`src/mcfb_pkg.sv`:
```
// Types, codes and frame constants shared by the motion command frame builder.
package mcfb_pkg;

  localparam int unsigned CMD_W  = 3;
  localparam int unsigned VAL_W  = 16;
  localparam int unsigned BYTE_W = 8;
  localparam int unsigned POS_W  = 4;

  typedef logic [CMD_W-1:0]         cmd_code_t;
  typedef logic signed [VAL_W-1:0]  cmd_val_t;
  typedef logic [BYTE_W-1:0]        frame_byte_t;
  typedef logic [POS_W-1:0]         byte_pos_t;

  // Command codes.
  localparam cmd_code_t CMD_STOP     = 3'd0;
  localparam cmd_code_t CMD_SPEED    = 3'd1;
  localparam cmd_code_t CMD_DISTANCE = 3'd2;
  localparam cmd_code_t CMD_ANGLE    = 3'd3;

  // Frame bytes.
  localparam frame_byte_t START_BYTE  = 8'hA5;
  localparam frame_byte_t END_BYTE    = 8'h5A;
  localparam frame_byte_t ZERO_BYTE   = 8'h00;
  localparam frame_byte_t OP_SPEED    = 8'h70;
  localparam frame_byte_t OP_DISTANCE = 8'h72;
  localparam frame_byte_t OP_ANGLE    = 8'h73;
  localparam frame_byte_t LEN_SPEED   = 8'h08;
  localparam frame_byte_t LEN_TURN    = 8'h09;
  localparam frame_byte_t DIR_ONE     = 8'h01;
  localparam frame_byte_t DIR_TWO     = 8'h02;

  // Index of the final byte for each frame length.
  localparam byte_pos_t LAST_POS_SPEED = 4'd10;
  localparam byte_pos_t LAST_POS_TURN  = 4'd11;

  typedef enum logic [1:0] {
    ST_IDLE,
    ST_FRAME,
    ST_ERROR
  } ctrl_state_t;

  // Commands from the controller to the datapath.
  typedef struct packed {
    logic capture;    // take the input item into the held registers
    logic emit_byte;  // load the current frame byte into the output register
    logic emit_err;   // load the error result into the output register
  } dp_cmd_t;

  // Status from the datapath to the controller.
  typedef struct packed {
    logic cmd_bad;    // the offered command code is not a known type
    logic out_free;   // the output register can take a result this cycle
    logic last_pos;   // the current byte is the final one of the frame
  } dp_status_t;

endpackage

```
`src/mcfb_if.sv`:
```
// Valid/ready channel interfaces for command items and frame byte items.
interface mcfb_in_if import mcfb_pkg::*; ();
  logic      valid;
  logic      ready;
  cmd_code_t command;
  cmd_val_t  first_value;
  cmd_val_t  second_value;

  modport source(output valid, output command, output first_value, output second_value,
                 input ready);
  modport sink(input valid, input command, input first_value, input second_value,
               output ready);
endinterface

interface mcfb_out_if import mcfb_pkg::*; ();
  logic        valid;
  logic        ready;
  frame_byte_t frame_byte;
  logic        last_byte;
  logic        error;

  modport source(output valid, output frame_byte, output last_byte, output error,
                 input ready);
  modport sink(input valid, input frame_byte, input last_byte, input error,
               output ready);
endinterface

```
`src/mcfb_ctrl.sv`:
```
// Controller state machine that sequences capture and byte emission.
module mcfb_ctrl import mcfb_pkg::*; (
  input  logic       clk,
  input  logic       rst_n,
  input  logic       in_valid,
  output logic       in_ready,
  input  dp_status_t status,
  output dp_cmd_t    cmd
);

  ctrl_state_t state_r, state_nxt;

  always_ff @(posedge clk) begin
    if (!rst_n) begin
      state_r <= ST_IDLE;
    end else begin
      state_r <= state_nxt;
    end
  end

  always_comb begin
    state_nxt = state_r;
    in_ready  = 1'b0;
    cmd       = '0;
    case (state_r)
      ST_IDLE: begin
        in_ready = 1'b1;
        if (in_valid) begin
          if (status.cmd_bad) begin
            state_nxt = ST_ERROR;
          end else begin
            cmd.capture = 1'b1;
            state_nxt   = ST_FRAME;
          end
        end
      end
      ST_FRAME: begin
        if (status.out_free) begin
          cmd.emit_byte = 1'b1;
          if (status.last_pos) begin
            state_nxt = ST_IDLE;
          end
        end
      end
      ST_ERROR: begin
        if (status.out_free) begin
          cmd.emit_err = 1'b1;
          state_nxt    = ST_IDLE;
        end
      end
      default: begin
        state_nxt = ST_IDLE;
      end
    endcase
  end

endmodule

```
`src/mcfb_dp.sv`:
```
// Datapath: held command, byte position, running checksum and output register.
module mcfb_dp import mcfb_pkg::*; (
  input  logic        clk,
  input  logic        rst_n,
  input  dp_cmd_t     cmd,
  output dp_status_t  status,
  input  cmd_code_t   in_command,
  input  cmd_val_t    in_first_value,
  input  cmd_val_t    in_second_value,
  output logic        out_valid,
  input  logic        out_ready,
  output frame_byte_t out_frame_byte,
  output logic        out_last_byte,
  output logic        out_error
);

  cmd_code_t   held_type_r;
  cmd_val_t    held_first_r;
  cmd_val_t    held_second_r;
  byte_pos_t   pos_r, pos_nxt;
  frame_byte_t xor_r, xor_nxt;
  logic        out_valid_r, out_valid_nxt;
  frame_byte_t out_byte_r;
  logic        out_last_r;
  logic        out_err_r;

  logic        is_speed;
  logic        positive;
  cmd_val_t    f_val;
  cmd_val_t    s_val;
  logic [VAL_W-1:0] mag;
  frame_byte_t dir_byte;
  frame_byte_t op_byte;
  frame_byte_t cur_byte;
  byte_pos_t   last_pos;

  assign is_speed = (held_type_r == CMD_STOP) || (held_type_r == CMD_SPEED);
  assign positive = (held_first_r != '0) && !held_first_r[VAL_W-1];
  assign f_val    = (held_type_r == CMD_STOP) ? '0 : held_first_r;
  assign s_val    = (held_type_r == CMD_STOP) ? '0 : held_second_r;
  assign mag      = held_first_r[VAL_W-1] ? VAL_W'(-held_first_r) : held_first_r;
  assign last_pos = is_speed ? LAST_POS_SPEED : LAST_POS_TURN;

  always_comb begin
    if (held_type_r == CMD_DISTANCE) begin
      op_byte  = OP_DISTANCE;
      dir_byte = positive ? DIR_ONE : DIR_TWO;
    end else begin
      op_byte  = OP_ANGLE;
      dir_byte = positive ? DIR_TWO : DIR_ONE;
    end
  end

  // Frame byte at the current position.
  always_comb begin
    case (pos_r)
      4'd0:    cur_byte = START_BYTE;
      4'd1:    cur_byte = ZERO_BYTE;
      4'd2:    cur_byte = is_speed ? LEN_SPEED : LEN_TURN;
      4'd3:    cur_byte = ZERO_BYTE;
      4'd4:    cur_byte = is_speed ? OP_SPEED : op_byte;
      4'd5:    cur_byte = is_speed ? f_val[15:8] : mag[15:8];
      4'd6:    cur_byte = is_speed ? f_val[7:0] : mag[7:0];
      4'd7:    cur_byte = is_speed ? s_val[15:8] : dir_byte;
      4'd8:    cur_byte = is_speed ? s_val[7:0] : held_second_r[15:8];
      4'd9:    cur_byte = is_speed ? xor_r : held_second_r[7:0];
      4'd10:   cur_byte = is_speed ? END_BYTE : xor_r;
      default: cur_byte = END_BYTE;
    endcase
  end

  always_comb begin
    pos_nxt = pos_r;
    xor_nxt = xor_r;
    if (cmd.capture) begin
      pos_nxt = '0;
      xor_nxt = '0;
    end else if (cmd.emit_byte) begin
      pos_nxt = pos_r + 1'b1;
      // Bytes after the checksum also fold in; the next capture clears them.
      if (pos_r != '0) begin
        xor_nxt = xor_r ^ cur_byte;
      end
    end
  end

  always_comb begin
    out_valid_nxt = out_valid_r;
    if (cmd.emit_byte || cmd.emit_err) begin
      out_valid_nxt = 1'b1;
    end else if (out_ready) begin
      out_valid_nxt = 1'b0;
    end
  end

  always_ff @(posedge clk) begin
    if (!rst_n) begin
      pos_r       <= '0;
      xor_r       <= '0;
      out_valid_r <= 1'b0;
      held_type_r <= CMD_STOP;
    end else begin
      pos_r       <= pos_nxt;
      xor_r       <= xor_nxt;
      out_valid_r <= out_valid_nxt;
      if (cmd.capture) begin
        held_type_r <= in_command;
      end
    end
  end

  always_ff @(posedge clk) begin
    if (cmd.capture) begin
      held_first_r  <= in_first_value;
      held_second_r <= in_second_value;
    end
    if (cmd.emit_byte) begin
      out_byte_r <= cur_byte;
      out_last_r <= (pos_r == last_pos);
      out_err_r  <= 1'b0;
    end else if (cmd.emit_err) begin
      out_byte_r <= ZERO_BYTE;
      out_last_r <= 1'b1;
      out_err_r  <= 1'b1;
    end
  end

  assign status.cmd_bad  = !(in_command inside {CMD_STOP, CMD_SPEED, CMD_DISTANCE,
                                                CMD_ANGLE});
  assign status.out_free = !out_valid_r || out_ready;
  assign status.last_pos = (pos_r == last_pos);

  assign out_valid      = out_valid_r;
  assign out_frame_byte = out_byte_r;
  assign out_last_byte  = out_last_r;
  assign out_error      = out_err_r;

endmodule

```
`src/motion_command_frame_builder_unit.sv`:
```
// Top level of the motion command frame builder.
//
// The in_cmd channel takes one motion command item: a command type and two
// signed 16-bit values. For each valid command the block sends the serial frame
// on the out_res channel, one byte item at a time, with last_byte set on the
// final byte. Stop and speed frames have 11 bytes; distance and angle have 12.
// An unknown command type yields a single item with error and last_byte set.
// in_cmd.ready is high only while the controller is idle. After a command is
// accepted the controller enters its frame state and the byte sequencer loads
// each byte into the output register, one byte per cycle while the receiver
// takes them. The next command is accepted while the final byte still waits
// in the output register. When the receiver holds out_res.ready low the
// sequencer waits and the waiting item stays unchanged. Synchronous reset
// returns the controller to idle and empties the output register.
module motion_command_frame_builder_unit import mcfb_pkg::*; (
  input  logic  clk,
  input  logic  rst_n,
  mcfb_in_if.sink    in_cmd,
  mcfb_out_if.source out_res
);

  dp_cmd_t    dp_cmd;
  dp_status_t dp_status;

  // The controller decides when to capture a command and when to emit a byte.
  mcfb_ctrl u_ctrl (
    .clk      (clk),
    .rst_n    (rst_n),
    .in_valid (in_cmd.valid),
    .in_ready (in_cmd.ready),
    .status   (dp_status),
    .cmd      (dp_cmd)
  );

  // The datapath builds each frame byte from the held command and position.
  mcfb_dp u_dp (
    .clk             (clk),
    .rst_n           (rst_n),
    .cmd             (dp_cmd),
    .status          (dp_status),
    .in_command      (in_cmd.command),
    .in_first_value  (in_cmd.first_value),
    .in_second_value (in_cmd.second_value),
    .out_valid       (out_res.valid),
    .out_ready       (out_res.ready),
    .out_frame_byte  (out_res.frame_byte),
    .out_last_byte   (out_res.last_byte),
    .out_error       (out_res.error)
  );

endmodule
```
`src/flat_wrapper.sv`:
```
// flat-port wrapper written by rule: the top's interface ports become plain ports
module motion_command_frame_builder_unit_flat import mcfb_pkg::*;
  (clk, rst_n, in_cmd_valid, in_cmd_command, in_cmd_first_value, in_cmd_second_value, in_cmd_ready, out_res_valid, out_res_frame_byte, out_res_last_byte, out_res_error, out_res_ready);
  mcfb_in_if in_cmd_i ();
  mcfb_out_if out_res_i ();
  input  logic clk;
  input  logic rst_n;
  input wire logic [$bits(in_cmd_i.valid)-1:0] in_cmd_valid;
  input wire logic [$bits(in_cmd_i.command)-1:0] in_cmd_command;
  input wire logic [$bits(in_cmd_i.first_value)-1:0] in_cmd_first_value;
  input wire logic [$bits(in_cmd_i.second_value)-1:0] in_cmd_second_value;
  output wire logic [$bits(in_cmd_i.ready)-1:0] in_cmd_ready;
  output wire logic [$bits(out_res_i.valid)-1:0] out_res_valid;
  output wire logic [$bits(out_res_i.frame_byte)-1:0] out_res_frame_byte;
  output wire logic [$bits(out_res_i.last_byte)-1:0] out_res_last_byte;
  output wire logic [$bits(out_res_i.error)-1:0] out_res_error;
  input wire logic [$bits(out_res_i.ready)-1:0] out_res_ready;
  assign in_cmd_i.valid = in_cmd_valid;
  assign in_cmd_i.command = in_cmd_command;
  assign in_cmd_i.first_value = in_cmd_first_value;
  assign in_cmd_i.second_value = in_cmd_second_value;
  assign in_cmd_ready = in_cmd_i.ready;
  assign out_res_valid = out_res_i.valid;
  assign out_res_frame_byte = out_res_i.frame_byte;
  assign out_res_last_byte = out_res_i.last_byte;
  assign out_res_error = out_res_i.error;
  assign out_res_i.ready = out_res_ready;
  motion_command_frame_builder_unit u_core (.clk(clk), .rst_n(rst_n), .in_cmd(in_cmd_i), .out_res(out_res_i));
endmodule
```
`config.mk`:
```
export PLATFORM = sky130hd
export DESIGN_NAME = motion_command_frame_builder_unit_flat
export DESIGN_NICKNAME = d
export VERILOG_FILES = /design/src/mcfb_pkg.sv /design/src/mcfb_if.sv /design/src/mcfb_ctrl.sv /design/src/mcfb_dp.sv /design/src/motion_command_frame_builder_unit.sv /design/src/flat_wrapper.sv
export SDC_FILE = /design/constraint.sdc
export NUM_CORES = 1
export LEC_CHECK = 0
export BUFFER_PORTS_ARGS = -buffer_cell sky130_fd_sc_hd__buf_2
export CAP_MARGIN = 25
export CORE_UTILIZATION = 50
export DETAILED_ROUTE_END_ITERATION = 6
export PLACE_DENSITY = 0.71
export SLEW_MARGIN = 10
export SYNTH_ARGS = -nofsm -noshare
export SYNTH_HDL_FRONTEND = slang
export SYNTH_HIERARCHICAL = 1
export SYNTH_SLANG_ARGS = --single-unit
```
`constraint.sdc`:
```
create_clock -name clk -period 4.42 [get_ports clk]
set_input_delay 0 -clock clk [delete_from_list [all_inputs] [get_ports clk]]
set_output_delay 0 -clock clk [all_outputs]
set_load 0.02 [all_outputs]
```
Word-level counts from Yosys, hierarchy flattened
Index checks and enable logic that the tools add are counted.
- logic and storage cells: 91
- output and inout bits: 12
- register bits after elaboration: 60
- mux-type cells: 36
- reductions and logical operators: 19
- $add $sub $neg: 2
- eq/ne operators: 22
- bitwise operators: 2
- operator list (operator ; count):
    8-bit one-hot mux with 10 select lines ; 1
    8-bit two-way mux ; 9
    16-bit two-way mux ; 3
    4-bit by 3-bit == test with 1-bit output, second input constant ; 4
    2-bit two-way mux ; 8
    16-bit negator ; 1
    16-bit nonzero test ; 1
    1-bit two-way mux ; 14
    4-bit == test, second input constant ; 3
    3-bit by 2-bit == test with 1-bit output, second input constant ; 3
    4-bit by 2-bit == test with 1-bit output, second input constant ; 2
    4-bit nonzero test ; 2
    8-bit XOR ; 1
    3-bit by 1-bit == test with 1-bit output, second input constant ; 2
    3-bit zero test ; 2
    2-bit by 1-bit != test with 1-bit output, second input constant ; 3
    2-bit one-hot mux with 3 select lines ; 1
    4-bit by 1-bit adder with 4-bit output, second input constant ; 1
    4-bit by 1-bit == test with 1-bit output, second input constant ; 1
    4-bit == test ; 1
    4-bit zero test ; 1
    4-bit AND reduction ; 1
    2-bit nonzero test ; 2
    2-bit OR reduction ; 2
    9 further kinds ; 12

Logic depth before layout (Yosys ltp)
- depth in word-level cells: 7
- mapped depth: 9

Modules after synthesis
The synthesis kept the hierarchy.
- by module, submodules not included (module ; area each (µm²) ; times used ; cells an instance):
    mcfb_dp ; 3385.7 ; 1 ; 325
    mcfb_ctrl ; 117.6 ; 1 ; 14

Least setup slack after synthesis
No wires, ideal clock.
- kind: register to register
- start: register u_core.u_ctrl.state_r[0]
- end: register u_core.u_dp.xor_r[7]
- slack: 617 ps
- cell stages (with the launch flop): 8
- data arrival time: 3681 ps
- setup time: 122 ps
- buffers on the path: 1
- cell sequence: dfxtp_1 nor4b_2 nand2b_1 clkbuf_1 nor2_1 nand3_1 o211ai_1 a221o_1
- RTL lines (what ; RTL line ; RTL):
    start, declared ; mcfb_ctrl.sv:11 ; ctrl_state_t state_r, state_nxt;
    start signal, assigned ; mcfb_ctrl.sv:17 ; state_r <= state_nxt;
    end signal, assigned ; mcfb_dp.sv:104 ; xor_r <= xor_nxt;
    end, declared ; mcfb_dp.sv:21 ; frame_byte_t xor_r, xor_nxt;

Worst setup path after layout
- start: register u_core.u_dp.pos_r[0]
- end: register u_core.u_dp.xor_r[6]
- longest elaborated chain between the ends: 4
- ends and longest elaborated chain (what ; RTL line ; RTL):
    start, declared ; mcfb_dp.sv:20 ; byte_pos_t pos_r, pos_nxt;
    start signal, assigned ; mcfb_dp.sv:103 ; pos_r <= pos_nxt;
    4-bit by 2-bit == test with 1-bit output / 4-bit by 1-bit == test with 1-bit output (equally long branches) ; mcfb_dp.sv:56 ; case (pos_r)
    2-bit OR reduction (no source line) ; - ;
    8-bit one-hot mux with 10 select lines ; mcfb_dp.sv:56 ;
    8-bit XOR ; mcfb_dp.sv:82 ; xor_nxt = xor_r ^ cur_byte;
Parallel ways exist; a longest one is shown, timed or not.
A chain may end at the register's enable or synchronous reset.

==> run_results.csv <==
group,metric,value,unit
sta,fmax,358.1,MHz
pwr,finalPower,1.334,mW
floorplanning,core_area,0.006794,mm²
critical_path,reg2reg_to,"u_core/u_dp/xor_r[6]$_SDFFE_PP0P_",
critical_path,start_kind,"register",
clocking,cts_buffers,9,
pwr,ir_drop,0.1864,mV
floorplanning,die_w,85.71,µm
clocking,clock_sinks,60,
floorplanning,rows,30,
grt,grt_pass1_wl,14420,µm
final_layout,final_common_cell,"buf_2",
route,drt_iter0_markers,379,
logic_synthesis,ys_types,76,
final_layout,n_fill_cell,543,
logic_synthesis,synth-main-ff-cell,"edfxtp_1",
sta,final.setup_skew,0.01214,ns
route,wirelength,9196,µm
critical_path,worstPathBufferInverterCount,1,
logic_synthesis,syn_nets,383,
final_layout,final_layout_size_suffix_gt1_frac,0.1920,
clocking,htreeDepth,3,
sta,layout_setup_ws,1.627,ns
logic_synthesis,async_flop_share,0,
clocking,clk_pin_slew,0.08,ns
floorplanning,pin_count,51,
critical_path,slowest_delay,0.50,ns
critical_path,cp.arrival,3.01,ns
placement,io_buffer_count,50,
critical_path,critPathTopFamily,"simple AND/OR/NAND/NOR gates",
critical_path,worstRegToRegCells,8,
sta,worst_pin_slew,0.8063,ns
pwr,leakage,1.601,nW
min_path,holdPathEnd,"u_core/u_dp/held_type_r[2]$_SDFFE_PN0P_",
route,ant_nets,0,
critical_path,crit_slowest_cell,"a2111oi_1",
sta,rsz0062_at_grt,"false",
placement,dp_hpwl,6356,µm
clocking,postCtsSetupBuffers,0,
sta,setup_viol,0,
pwr,power_density,304.5,mW/mm²
route,dr.pass1.iters,5,
min_path,hold_path_depth,3,
logic_synthesis,yosysSeqAreaShare,0.4600,
critical_path,reg2reg_slack,1.63,ns
route,vias,3110,
sta,maxSlewHeadroom,0.4575,
floorplanning,die_h,85.71,µm
grt,grt_max_degree,39,
route,drc,0,
critical_path,cp.depth,8,
final_layout,final_cells,523,
clocking,cts_root_buf,"clkbuf_8",
floorplanning,start_util,0.5157,
min_path,min-delay-start,"in_cmd_command[2]",
placement,post-place-ws,1.765,ns
final_layout,final_cell_area,0.004380,mm²
critical_path,critPathKind,"register to register",
final_layout,multi_input_area,0.001743,mm²
clocking,clk-insertion-delay-late,0.34,ns
critical_path,crit_chain,"inv_1 > ha_1 > nor3_1 > a2111oi_1 > nor2_1 > nor4_1 > nor2b_1 > or3b_1",
sta,fin_setup_tns,0,ns
critical_path,worstReg2RegStart,"u_core/u_dp/pos_r[0]$_SDFFE_PP0P_",
route,routedWlPerCell,17.58,µm
placement,postPlaceCellArea,0.003789,mm²
final_layout,final-seq-area,0.001612,mm²
final_layout,syn_to_final_growth,25.04,%
floorplanning,die_area,0.007345,mm²
placement,gp_congestion,0.9145,
critical_path,path_max_fanout,12,
sta,slew_viol_final,0,
logic_synthesis,synth_seq_cells,60,
final_layout,nets,466,
final_layout,final_cell_mix,"buf_2 (50), edfxtp_1 (41), dlygate4sd3_1 (40)",
critical_path,worstPathRequired,4.63,ns
grt,grt_usage,0.2618,
logic_synthesis,synth-edff-count,41,
run,cap_violations,0,
grt,grt_pass1_vias,2843,
final_layout,n_antenna_cell,0,
sta,finalCritPeriodShare,0.6318,
critical_path,worst_setup_path_end_kind,"register",
grt,antenna_found_initial,0,
clocking,tritoncts,"done",
clocking,cts_hold_buf,40,
placement,placedCellCount,467,
route,vias_per_cell,5.946,
clocking,cts_resized,0,
logic_synthesis,synthesis.area,0.003503,mm²
min_path,worstHoldPathType,"input pin to register",
logic_synthesis,syn_area_per_cell,10.33,µm²
grt,grt_overflow_total,0,
outcome,status,"completed",
logic_synthesis,ys_warn_count,6,
sta,final_hold_viol_count,0,
sta,min_period,2.793,ns
clocking,clockBufferDepth,2,
logic_synthesis,synthCells,339,
## stage by stage
| step | util | hold WS [ns] |
|---|---|---|
| floorplan | - | 0.09887 |
| global placement | 0.5576 | 0.1759 |
| detailed placement | 0.5576 | 0.1781 |
| CTS | 0.6448 | 0.002288 |
| global route | 0.6448 | 0.01586 |
| finish | 0.6448 | 0.01856 |
## worst min-delay path, cell delays in order
cell and delay [ns]:
buf_2 0.14, mux2i_1 0.08, nor2b_1 0.10
## worst max path at each step
stage                                          start                                end  slack (ns)
2_1_floorplan  u_core/u_ctrl/state_r[0]$_SDFFE_PN0P_  u_core/u_dp/xor_r[7]$_SDFFE_PP0P_        0.62
3_3_place_gp       u_core/u_dp/pos_r[0]$_SDFFE_PP0P_  u_core/u_dp/xor_r[6]$_SDFFE_PP0P_        1.87
3_5_place_dp       u_core/u_dp/pos_r[0]$_SDFFE_PP0P_  u_core/u_dp/xor_r[6]$_SDFFE_PP0P_        1.76
4_1_cts            u_core/u_dp/pos_r[0]$_SDFFE_PP0P_  u_core/u_dp/xor_r[6]$_SDFFE_PP0P_        1.70
5_1_grt            u_core/u_dp/pos_r[0]$_SDFFE_PP0P_  u_core/u_dp/xor_r[6]$_SDFFE_PP0P_        1.48
6_report           u_core/u_dp/pos_r[0]$_SDFFE_PP0P_  u_core/u_dp/xor_r[6]$_SDFFE_PP0P_        1.63
## sequential cells by signal, indices dropped and copies added (netlist names)
name / flops
u_core/u_dp/held_first_r: 16
u_core/u_dp/out_error: 1
u_core/u_dp/held_second_r: 16
u_core/u_dp/held_type_r: 3
u_core/u_dp/pos_r: 4
u_core/u_dp/out_last_byte: 1
u_core/u_dp/out_valid: 1
u_core/u_ctrl/state_r: 2
u_core/u_dp/out_frame_byte: 8
u_core/u_dp/xor_r: 8
## synth_stat cells (9+ instances only)
| library cell | number | area [µm²] |
|---|---|---|
| inv_1 | 15 | 56.30 |
| nand3_1 | 11 | 55.05 |
| a21oi_1 | 16 | 80.08 |
| nor2_1 | 26 | 97.59 |
| dfxtp_1 | 19 | 380.4 |
| nand2b_1 | 13 | 81.33 |
| clkbuf_1 | 10 | 37.54 |
| nor2b_1 | 9 | 56.30 |
| nand2_1 | 14 | 52.55 |
| edfxtp_1 | 41 | 1231 |
| mux2i_1 | 12 | 120.1 |
## cells by family after synthesis
logic type,after synthesis,share of synthesized area
XOR/XNOR,8,0.02000
AND/OR/NAND/NOR,139,0.2393
adder cells (fa/ha/maj),5,0.01786
AO/OA/AOI/OAI,80,0.1804
flip-flops,60,0.4600
buffers and inverters,34,0.04500
multiplexers,13,0.03750
## where the power goes
group	total (mW)	switching [mW]	internal, mW
Sequential	0.669	0.0319	0.637
Combinational	0.185	0.100	0.0849
Clock	0.480	0.223	0.257
Total	1.33	0.355	0.979
## per-layer routing
layer	up-vias	track usage	routed length (µm)
met4	0	0.1197	261
met3	28	0.06064	678
met1	1459	0.3523	4041
met2	156	0.4029	4215
met5	-	0	0
li1	1467	-	-
## final cells by class
class,count,share of cell area
timing repair buffer,91,0.1502
clock inverter,7,0.01542
multi-input combinational,245,0.3979
sequential,60,0.3679
inverter,15,0.01285
clock buffer,9,0.02828
tap,96,0.02742
No activity file was read; power rests on OpenSTA's default activity.
